`config.mk`:
```
export PLATFORM = sky130hd
export DESIGN_NAME = pwm_frequency_duty_meter
export DESIGN_NICKNAME = d
export VERILOG_FILES = /design/src/rtl/pfdm_pkg.sv /design/src/rtl/pfdm_front.sv /design/src/rtl/pfdm_queue.sv /design/src/rtl/pfdm_back.sv /design/src/rtl/pwm_frequency_duty_meter.sv
export SDC_FILE = /design/constraint.sdc
export NUM_CORES = 1
export LEC_CHECK = 0
export BUFFER_PORTS_ARGS = -buffer_cell sky130_fd_sc_hd__buf_2
export CAP_MARGIN = 20
export CORE_UTILIZATION = 45
export DETAILED_ROUTE_END_ITERATION = 10
export GPL_TIMING_DRIVEN = 1
export RECOVER_POWER = 25
export SLEW_MARGIN = 20
export SYNTH_ARGS = -nofsm -noshare
export SYNTH_HDL_FRONTEND = slang
export SYNTH_SLANG_ARGS = --single-unit
```
`constraint.sdc`:
```
create_clock -name i_clk -period 7.9 [get_ports i_clk]
set_input_delay 1.975 -clock i_clk [delete_from_list [all_inputs] [get_ports i_clk]]
set_output_delay 1.975 -clock i_clk [all_outputs]
set_load 0.005 [all_outputs]
```
`src/rtl/pfdm_pkg.sv`:
```
// Package for the PWM frequency / duty meter.
// Field widths, fixed constants and the flag struct shared by the meter modules.
// No dependencies.
package pfdm_pkg;

    localparam int CLK_W   = 27;   // reference clock rate field
    localparam int DUTY_W  = 14;   // duty cycle in 0.01 % units
    localparam int TICK_W  = 16;   // reported tick counts

    localparam logic [CLK_W-1:0]  CLK_RESET  = 27'd8000000;
    localparam logic [TICK_W-1:0] TICK_SAT   = 16'hFFFF;
    localparam int                DUTY_SCALE = 10000;

    // Control flags of one finished capture travelling front -> queue -> back.
    typedef struct packed {
        logic valid;
        logic wrap;
    } t_flag;

endpackage

```
`src/rtl/pfdm_front.sv`:
```
// Front end of the meter: tick counter, edge detection and capture sequencing.
// Depends on pfdm_pkg (t_flag). Pushes one capture record per completed measurement.
module pfdm_front #(
    parameter int CW = 16
) (
    input  logic                 i_clk,
    input  logic                 i_rst_n,
    input  logic                 i_valid,
    output logic                 o_ready,
    input  logic                 i_start_req,
    input  logic                 i_signal_level,
    input  logic                 i_push_ready,
    output pfdm_pkg::t_flag      o_push,
    output logic [CW-1:0]        o_high,
    output logic [CW-1:0]        o_period
);

    typedef enum logic [3:0] {
        PH_IDLE  = 4'b0001,
        PH_RISE1 = 4'b0010,
        PH_FALL  = 4'b0100,
        PH_RISE2 = 4'b1000
    } t_phase;

    t_phase        r_phase, n_phase;
    logic [CW-1:0] r_tick, n_tick;
    logic [CW-1:0] r_rise, n_rise;
    logic [CW-1:0] r_fall, n_fall;
    logic          r_prev, n_prev;

    logic w_accept;
    logic w_rising;
    logic w_falling;

    assign o_ready   = i_push_ready;
    assign w_accept  = i_valid && o_ready;
    assign w_rising  = !r_prev && i_signal_level;
    assign w_falling = r_prev && !i_signal_level;

    // Interval math is done on the stamps as they stand; a wrap shows as non-increasing.
    assign o_high   = r_fall - r_rise;
    assign o_period = r_tick - r_rise;

    always_comb begin
        n_phase      = r_phase;
        n_tick       = r_tick;
        n_rise       = r_rise;
        n_fall       = r_fall;
        n_prev       = r_prev;
        o_push.valid = 1'b0;
        o_push.wrap  = !((r_rise < r_fall) && (r_fall < r_tick));
        if (w_accept) begin
            if (i_start_req) begin
                n_tick  = '0;
                n_prev  = i_signal_level;
                n_phase = PH_RISE1;
            end else begin
                unique case (r_phase)
                    PH_IDLE: begin
                    end
                    PH_RISE1: begin
                        if (w_rising) begin
                            n_rise  = r_tick;
                            n_phase = PH_FALL;
                        end
                    end
                    PH_FALL: begin
                        if (w_falling) begin
                            n_fall  = r_tick;
                            n_phase = PH_RISE2;
                        end
                    end
                    PH_RISE2: begin
                        if (w_rising) begin
                            o_push.valid = 1'b1;
                            n_phase      = PH_IDLE;
                        end
                    end
                    default: n_phase = PH_IDLE;
                endcase
                n_prev = i_signal_level;
                n_tick = r_tick + CW'(1);
            end
        end
    end

    always_ff @(posedge i_clk) begin
        if (!i_rst_n) begin
            r_phase <= PH_IDLE;
            r_tick  <= '0;
            r_rise  <= '0;
            r_fall  <= '0;
            r_prev  <= 1'b0;
        end else begin
            r_phase <= n_phase;
            r_tick  <= n_tick;
            r_rise  <= n_rise;
            r_fall  <= n_fall;
            r_prev  <= n_prev;
        end
    end

endmodule

```
`src/rtl/pfdm_queue.sv`:
```
// Two-entry queue of capture records between the front end and the divider back end.
// Depends on pfdm_pkg (t_flag).
module pfdm_queue #(
    parameter int CW = 16
) (
    input  logic            i_clk,
    input  logic            i_rst_n,
    input  pfdm_pkg::t_flag i_push,
    input  logic [CW-1:0]   i_high,
    input  logic [CW-1:0]   i_period,
    output logic            o_push_ready,
    output pfdm_pkg::t_flag o_head,
    output logic [CW-1:0]   o_high,
    output logic [CW-1:0]   o_period,
    input  logic            i_pop
);

    localparam int DEPTH = 2;

    logic [CW-1:0] r_high   [DEPTH];
    logic [CW-1:0] r_period [DEPTH];
    logic          r_wrap   [DEPTH];
    logic          r_wptr;
    logic          r_rptr;
    logic [1:0]    r_count;

    logic w_push;
    logic w_pop;

    assign o_push_ready = (r_count != 2'(DEPTH));
    assign w_push       = i_push.valid && o_push_ready;
    assign w_pop        = i_pop && (r_count != 2'd0);

    assign o_head.valid = (r_count != 2'd0);
    assign o_head.wrap  = r_wrap[r_rptr];
    assign o_high       = r_high[r_rptr];
    assign o_period     = r_period[r_rptr];

    always_ff @(posedge i_clk) begin
        if (w_push) begin
            r_high[r_wptr]   <= i_high;
            r_period[r_wptr] <= i_period;
            r_wrap[r_wptr]   <= i_push.wrap;
        end
    end

    always_ff @(posedge i_clk) begin
        if (!i_rst_n) begin
            r_wptr  <= 1'b0;
            r_rptr  <= 1'b0;
            r_count <= 2'd0;
        end else begin
            if (w_push) begin
                r_wptr <= !r_wptr;
            end
            if (w_pop) begin
                r_rptr <= !r_rptr;
            end
            case ({w_push, w_pop})
                2'b10:   r_count <= r_count + 2'd1;
                2'b01:   r_count <= r_count - 2'd1;
                default: r_count <= r_count;
            endcase
        end
    end

endmodule

```
`src/rtl/pfdm_back.sv`:
```
// Back end of the meter: shared restoring divider for frequency and duty, result register.
// Depends on pfdm_pkg (widths, constants, t_flag).
module pfdm_back #(
    parameter int CW = 16
) (
    input  logic                         i_clk,
    input  logic                         i_rst_n,
    input  logic [pfdm_pkg::CLK_W-1:0]   i_ref_clock_hz,
    input  pfdm_pkg::t_flag              i_head,
    input  logic [CW-1:0]                i_high,
    input  logic [CW-1:0]                i_period,
    output logic                         o_pop,
    output logic                         o_valid,
    input  logic                         i_ready,
    output logic [pfdm_pkg::CLK_W-1:0]   o_frequency_hz,
    output logic [pfdm_pkg::DUTY_W-1:0]  o_duty_hundredths,
    output logic [pfdm_pkg::TICK_W-1:0]  o_high_ticks,
    output logic [pfdm_pkg::TICK_W-1:0]  o_period_ticks,
    output logic                         o_status
);

    // Dividend width covers both the clock rate and high * 10000.
    localparam int DW    = (pfdm_pkg::CLK_W > CW + 14) ? pfdm_pkg::CLK_W : CW + 14;
    localparam int CNT_W = $clog2(DW);
    localparam int XW    = (CW > pfdm_pkg::TICK_W) ? CW : pfdm_pkg::TICK_W;

    typedef enum logic [3:0] {
        BS_IDLE = 4'b0001,
        BS_FREQ = 4'b0010,
        BS_DUTY = 4'b0100,
        BS_OUT  = 4'b1000
    } t_bstate;

    t_bstate          r_state;
    logic [DW-1:0]    r_dq;
    logic [CW-1:0]    r_rem;
    logic [CW-1:0]    r_div;
    logic [DW-1:0]    r_num;
    logic [CNT_W-1:0] r_cnt;

    logic [pfdm_pkg::CLK_W-1:0]  r_freq;
    logic [pfdm_pkg::DUTY_W-1:0] r_duty;
    logic [pfdm_pkg::TICK_W-1:0] r_high_ticks;
    logic [pfdm_pkg::TICK_W-1:0] r_period_ticks;
    logic                        r_status;

    logic [CW:0]     w_shift;
    logic            w_ge;
    logic [CW:0]     w_diff;
    logic [CW-1:0]   w_rem_next;
    logic            w_last;
    logic [XW-1:0]   w_high_x;
    logic [XW-1:0]   w_period_x;
    logic [pfdm_pkg::TICK_W-1:0] w_high_sat;
    logic [pfdm_pkg::TICK_W-1:0] w_period_sat;

    // One restoring division step per cycle.
    assign w_shift    = {r_rem, r_dq[DW-1]};
    assign w_ge       = (w_shift >= {1'b0, r_div});
    assign w_diff     = w_shift - {1'b0, r_div};
    assign w_rem_next = w_ge ? w_diff[CW-1:0] : w_shift[CW-1:0];
    assign w_last     = (r_cnt == CNT_W'(DW - 1));

    assign w_high_x     = XW'(i_high);
    assign w_period_x   = XW'(i_period);
    assign w_high_sat   = (w_high_x > XW'(pfdm_pkg::TICK_SAT)) ? pfdm_pkg::TICK_SAT
                                                               : w_high_x[15:0];
    assign w_period_sat = (w_period_x > XW'(pfdm_pkg::TICK_SAT)) ? pfdm_pkg::TICK_SAT
                                                                 : w_period_x[15:0];

    assign o_pop             = (r_state == BS_IDLE) && i_head.valid;
    assign o_valid           = (r_state == BS_OUT);
    assign o_frequency_hz    = r_freq;
    assign o_duty_hundredths = r_duty;
    assign o_high_ticks      = r_high_ticks;
    assign o_period_ticks    = r_period_ticks;
    assign o_status          = r_status;

    always_ff @(posedge i_clk) begin
        if (!i_rst_n) begin
            r_state <= BS_IDLE;
        end else begin
            unique case (r_state)
                BS_IDLE: begin
                    if (i_head.valid) begin
                        r_state <= i_head.wrap ? BS_OUT : BS_FREQ;
                    end
                end
                BS_FREQ: begin
                    if (w_last) begin
                        r_state <= BS_DUTY;
                    end
                end
                BS_DUTY: begin
                    if (w_last) begin
                        r_state <= BS_OUT;
                    end
                end
                BS_OUT: begin
                    if (i_ready) begin
                        r_state <= BS_IDLE;
                    end
                end
                default: r_state <= BS_IDLE;
            endcase
        end
    end

    // Datapath: load on pop, iterate, then hold the result until it is taken.
    always_ff @(posedge i_clk) begin
        case (r_state)
            BS_IDLE: begin
                r_dq   <= DW'(i_ref_clock_hz);
                r_rem  <= '0;
                r_cnt  <= '0;
                r_div  <= i_period;
                r_num  <= DW'(i_high) * DW'(pfdm_pkg::DUTY_SCALE);
                if (i_head.wrap) begin
                    r_freq         <= '0;
                    r_duty         <= '0;
                    r_high_ticks   <= '0;
                    r_period_ticks <= '0;
                    r_status       <= 1'b1;
                end else begin
                    r_high_ticks   <= w_high_sat;
                    r_period_ticks <= w_period_sat;
                    r_status       <= 1'b0;
                end
            end
            BS_FREQ: begin
                if (w_last) begin
                    r_freq <= r_dq[DW-2:0] == '0 && !w_ge ? '0
                            : pfdm_pkg::CLK_W'({r_dq[DW-2:0], w_ge});
                    r_dq   <= r_num;
                    r_rem  <= '0;
                    r_cnt  <= '0;
                end else begin
                    r_dq  <= {r_dq[DW-2:0], w_ge};
                    r_rem <= w_rem_next;
                    r_cnt <= r_cnt + CNT_W'(1);
                end
            end
            BS_DUTY: begin
                r_dq  <= {r_dq[DW-2:0], w_ge};
                r_rem <= w_rem_next;
                r_cnt <= r_cnt + CNT_W'(1);
                if (w_last) begin
                    r_duty <= pfdm_pkg::DUTY_W'({r_dq[DW-2:0], w_ge});
                end
            end
            default: begin
            end
        endcase
    end

endmodule

```
`src/rtl/pwm_frequency_duty_meter.sv`:
```
// Top level of the PWM frequency / duty meter.
// Depends on pfdm_pkg, pfdm_front, pfdm_queue and pfdm_back.
//
//   Channel   Direction  Handshake                  Payload
//   -------   ---------  -------------------------  ------------------------------------
//   in        sink       i_in_valid / o_in_ready    i_start_req, i_signal_level
//   out       source     o_out_valid / i_out_ready  o_frequency_hz, o_duty_hundredths,
//                                                   o_high_ticks, o_period_ticks, o_status
//   cfg       sink       i_cfg_valid / o_cfg_ready  i_cfg_ref_clock_hz
//
// The front end takes one tick per clock while the capture queue has room.
// Each finished measurement then passes through the shared restoring divider of the back
// end (DW = max(27, COUNT_WIDTH+14)), one quotient bit per cycle, followed by the handoff
// of the result register. A wrapped measurement skips the divider.
// Reset (synchronous, active low) idles the meter, zeroes the tick counter and stamps,
// empties the queue and loads the clock rate register with 8000000.
// Stalls: a held result stalls the divider; a full two-entry queue holds o_in_ready low.
module pwm_frequency_duty_meter #(
    parameter int COUNT_WIDTH = 16
) (
    input  logic                         i_clk,
    input  logic                         i_rst_n,
    // input ticks
    input  logic                         i_in_valid,
    output logic                         o_in_ready,
    input  logic                         i_start_req,
    input  logic                         i_signal_level,
    // results
    output logic                         o_out_valid,
    input  logic                         i_out_ready,
    output logic [pfdm_pkg::CLK_W-1:0]   o_frequency_hz,
    output logic [pfdm_pkg::DUTY_W-1:0]  o_duty_hundredths,
    output logic [pfdm_pkg::TICK_W-1:0]  o_high_ticks,
    output logic [pfdm_pkg::TICK_W-1:0]  o_period_ticks,
    output logic                         o_status,
    // clock rate register
    input  logic                         i_cfg_valid,
    output logic                         o_cfg_ready,
    input  logic [pfdm_pkg::CLK_W-1:0]   i_cfg_ref_clock_hz
);

    logic [pfdm_pkg::CLK_W-1:0] r_ref_clock_hz;

    pfdm_pkg::t_flag        w_push;
    logic                   w_push_ready;
    logic [COUNT_WIDTH-1:0] w_push_high;
    logic [COUNT_WIDTH-1:0] w_push_period;
    pfdm_pkg::t_flag        w_head;
    logic [COUNT_WIDTH-1:0] w_head_high;
    logic [COUNT_WIDTH-1:0] w_head_period;
    logic                   w_pop;

    // The register is always writable. The back end reads it when it takes a capture,
    // so write it only while no measurement is in flight.
    assign o_cfg_ready = 1'b1;

    always_ff @(posedge i_clk) begin
        if (!i_rst_n) begin
            r_ref_clock_hz <= pfdm_pkg::CLK_RESET;
        end else if (i_cfg_valid) begin
            r_ref_clock_hz <= i_cfg_ref_clock_hz;
        end
    end

    // Front end: count ticks, detect edges, stamp them and push a record per measurement.
    pfdm_front #(
        .CW (COUNT_WIDTH)
    ) u_front (
        .i_clk          (i_clk),
        .i_rst_n        (i_rst_n),
        .i_valid        (i_in_valid),
        .o_ready        (o_in_ready),
        .i_start_req    (i_start_req),
        .i_signal_level (i_signal_level),
        .i_push_ready   (w_push_ready),
        .o_push         (w_push),
        .o_high         (w_push_high),
        .o_period       (w_push_period)
    );

    // Short queue decouples per-tick capture from the slow divider.
    pfdm_queue #(
        .CW (COUNT_WIDTH)
    ) u_queue (
        .i_clk        (i_clk),
        .i_rst_n      (i_rst_n),
        .i_push       (w_push),
        .i_high       (w_push_high),
        .i_period     (w_push_period),
        .o_push_ready (w_push_ready),
        .o_head       (w_head),
        .o_high       (w_head_high),
        .o_period     (w_head_period),
        .i_pop        (w_pop)
    );

    // Back end: frequency = clock / period, duty = high * 10000 / period, then hold.
    pfdm_back #(
        .CW (COUNT_WIDTH)
    ) u_back (
        .i_clk             (i_clk),
        .i_rst_n           (i_rst_n),
        .i_ref_clock_hz    (r_ref_clock_hz),
        .i_head            (w_head),
        .i_high            (w_head_high),
        .i_period          (w_head_period),
        .o_pop             (w_pop),
        .o_valid           (o_out_valid),
        .i_ready           (i_out_ready),
        .o_frequency_hz    (o_frequency_hz),
        .o_duty_hundredths (o_duty_hundredths),
        .o_high_ticks      (o_high_ticks),
        .o_period_ticks    (o_period_ticks),
        .o_status          (o_status)
    );

    // A wrapped measurement carries no numbers.
    a_wrap_zero: assert property (@(posedge i_clk) disable iff (!i_rst_n)
        o_out_valid && o_status |-> o_frequency_hz == '0 && o_duty_hundredths == '0
                                    && o_high_ticks == '0 && o_period_ticks == '0)
        else $error("wrap result carries nonzero fields");

    // High time is always shorter than the period, so duty stays at or below 100 %.
    a_duty_range: assert property (@(posedge i_clk) disable iff (!i_rst_n)
        o_out_valid && !o_status |-> o_duty_hundredths <= 14'd10000)
        else $error("duty above 100 percent");

    // A good measurement spans at least two ticks and high time never exceeds it.
    a_period_order: assert property (@(posedge i_clk) disable iff (!i_rst_n)
        o_out_valid && !o_status |-> o_period_ticks >= 16'd2
                                     && o_high_ticks <= o_period_ticks)
        else $error("period or high time out of order");

endmodule
```
==> flow_summary.yaml <==
run_status:
  violations: "max-capacitance violations, max-slew violations"
  status: "finished with violations"
power:
  irDropWorstVdd_v: 0.000154
  leakage_nw: 8.43
  p_int_w: 0.00280
  pwr_density_cell_nw_per_um2: 180
  clockPowerShare_pct: 46.5
  power.total_w: 0.00354
  seq_power_share_pct: 51.6
  combPwrFrac_pct: 1.9
  netSwitchingFraction_pct: 21.0
  p_switching_w: 0.000745
cts:
  hold_buffers: 0
  clock-sinks: 322
  tritoncts: "yes"
  cts_max_path_buffers: 3
  clk_latency_ns: 0.55
  h-tree-depth: 2
  cts_setup_buffers: 0
  clk_pin_slew_worst_paths_ns: 0.06
  ctsResizeCount: 0
  cts_made_buffers: 37
  clockRootBuffer: "clkbuf_16"
timing:
  tightest_slew_ns: 4.11
  min_period_ns: 6.55
  slew_viol_final: 147
  finalHoldViolCount: 0
  finalCritPeriodShare_pct: 82.9
  skew_ns: 0.0200
  slew_headroom_pct: -174
  rsz0062_at_grt: "no"
  setup_viol: 0
  final.setup.tns_ns: 0
  fmax_mhz: 153
drt:
  highest_layer: "met4"
  wirelength_mm: 35.8
  wl_met2_mm: 16.0
  drcViolationCount: 0
  wl_met3_mm: 1.30
  vias_per_cell: 5.15
  drt_iter0_markers: 583
  wire_per_inst_um: 16.5
  antenna_left: 0
  first_pass_iters: 6
  via_count: 11200
  wl_met1_mm: 17.7
yosys:
  netlist_instances: 1512
  synth_most_common_cell: "edfxtp_1"
  synth-seq-cells: 322
  yosys_warnings: 0
  ys_top_cells_by_area: "edfxtp_1, dfxtp_1, ha_1"
  synth_seq_area_share_pct: 50.5
  synth.avg_cell_area_um2: 11.5
  synthFlopType: "edfxtp_1"
  yosysTopAreaCell: "edfxtp_1"
  syn-num-nets: 1719
  yosys.area.top_type_share_pct: 40.3
  netlist_area_um2: 17400
  synth_edf_count: 233
  async_flop_share_pct: 0
  synthTopCellsByCount: "edfxtp_1, inv_1, ha_1"
  yosysUniqueCellTypes: 71
floorplan:
  io_pins: 111
  initial_utilization_pct: 45.9
  die_x_um: 199
  die_y_um: 199
  die_area_um2: 39400
  rows: 71
  core_um2: 37800
placement:
  post-place-cells: 2101
  hpwl_mm: 26.0
  place_congestion: 0.832
  port-buffer-count: 109
finish:
  final_net_count: 1836
  synthToLayoutAreaGrowth_pct: 13.0
  final_cells: 2168
  drive_gt1_share_pct: 11.8
  antennaDiodeCount: 0
  nFillCells: 3437
worst_setup_path:
  end_kind: "flop"
  worstPathRequired_ns: 8.20
  worstPathArrival_ns: 6.84
  rr_worst_depth: 17
  startpoint_type: "flop"
  worstSetupPathType: "flop to flop"
  path_max_fanout: 33
hold_path:
  holdPathStages: 2
  hold_path.class: "flop to flop"
global_routing:
  overflow: 0
  grt_max_degree: 77
  antenna_found_initial: 0
  grt_pass1_vias: 10800
  track_usage_pct: 18.7
  grt_pass1_wl_mm: 57.4
flow_run:
  cap_viol_max_count: 3
==> layout make-up <==
class,instances,area (um2),share of cell area [%]
Clock buffer,54,1070,5.46
Clock inverter,13,95.1,0.484
Inverter,178,669,3.41
Multi-Input combinational cell,968,7740,39.4
Sequential cell,322,8780,44.7
Tap cell,511,639,3.26
Timing Repair Buffer,122,632,3.22
==> final timing paths <==
kind | from | to | slack [ns]
hold reg to reg | r_ref_clock_hz[12] | r_ref_clock_hz[12] | 0.48
hold / removal | r_ref_clock_hz[12] | r_ref_clock_hz[12] | 0.48
setup / recovery | flop | u_back.r_num[28] | 1.35
setup reg to reg | flop | u_back.r_num[28] | 1.35
==> power by group through the flow <==
| stage | Sequential (W) | Clock (W) | Combinational, W |
|---|---|---|---|
| after detailed placement | 0.00186 | 0 | 0.0000666 |
| after CTS | 0.00183 | 0.00169 | 0.0000669 |
| after global routing | 0.00183 | 0.00176 | 0.0000746 |
| final | 0.00183 | 0.00165 | 0.0000663 |
| after floorplan | 0.00186 | 0 | 0.0000466 |
| after global placement | 0.00186 | 0 | 0.0000651 |
==> state kept, by name, summed over array words and instances (netlist names), 26 cells and up, named ones only <==
signal                 flops
u_back.o_frequency_hz     27
u_queue.r_period          32
r_ref_clock_hz            27
u_queue.r_high            32
u_back.r_dq               30
u_back.r_num              26
==> stage by stage <==
| stage | area [um2] | worst slack [ns] | hold WS, ns | util [%] |
|---|---|---|---|---|
| after floorplan | 17400 | 2.19 | 0.442 | - |
| after global placement | 18500 | 2.12 | 0.459 | 48.8 |
| after detailed placement | 18500 | 1.99 | 0.464 | 48.8 |
| after CTS | 19600 | 1.95 | 0.479 | 51.9 |
| after global routing | 19600 | 0.692 | 0.511 | 51.9 |
| final | 19600 | 1.35 | 0.477 | 51.9 |
==> cells in the final DEF (no fill, tap or decap), types with 5 or more instances in the layout <==
cell type  Yosys  routed
edfxtp_1     233     233
inv_1        178     177
ha_1         137     137
buf_2          6     109
nor2_1        97      93
dfxtp_1       89      89
mux2i_1       68      68
nor2b_1       68      68
nand2_1       69      68
and2_1        64      61
xnor2_1       59      59
a21oi_1       53      53
clkbuf_16      0      39
o21ai_0       35      37
fa_1          36      36
a21o_1        28      28
a222oi_1      23      23
xor2_1        21      21
nand3_1       19      19
o21ai_1       18      15
o21a_1        15      15
mux2_1         0      14
clkbuf_1      27      14
nand4_1       13      13
o21bai_1      11      11
nand2b_1      10      10
buf_4          2      10
nor4_1         9       9
nor3_1        11       9
a211oi_1       7       7
a22o_1         6       6
a31oi_1        5       5
clkinv_2       0       5
==> worst max-delay path, stage by stage, from the launching register on <==
cell and delay [ns]:
dfxtp_1 1.49, mux2i_1 0.56, fa_1 0.68, inv_1 0.04, ha_1 0.29, fa_1 0.49
ha_1 0.29, inv_1 0.05, fa_1 0.50, inv_1 0.05, ha_1 0.34, a2111oi_0 0.41
o21ai_1 0.17, nand2_1 0.14, o21ai_1 0.11, a21o_1 0.23, a221oi_1 0.30, xnor2_1 0.12
==> cell families (layout without fill, tap and decap cells) <==
logic type                 after synthesis  after routing  share of synthesized area, %
buffers and inverters                  222            367                          5.05
AOI/OAI and AO/OA                      243            243                          9.77
and+or+nand+nor                        386            386                          11.6
xor gates and xnor gates                80             80                          4.03
muxes                                   85             85                          5.02
DFF                                    322            322                          50.5
adders and majority gates              173            173                          14.0
other                                    1              1                        0.0216
==> layer usage <==
layer / GRT usage, % / up-vias
li1: - / 5571
met1: 26.7 / 5365
met2: 29.1 / 173
met3: 3.03 / 55
met4: 5.33 / 0
met5: 0 / -
(Power assumes the default switching activity.)
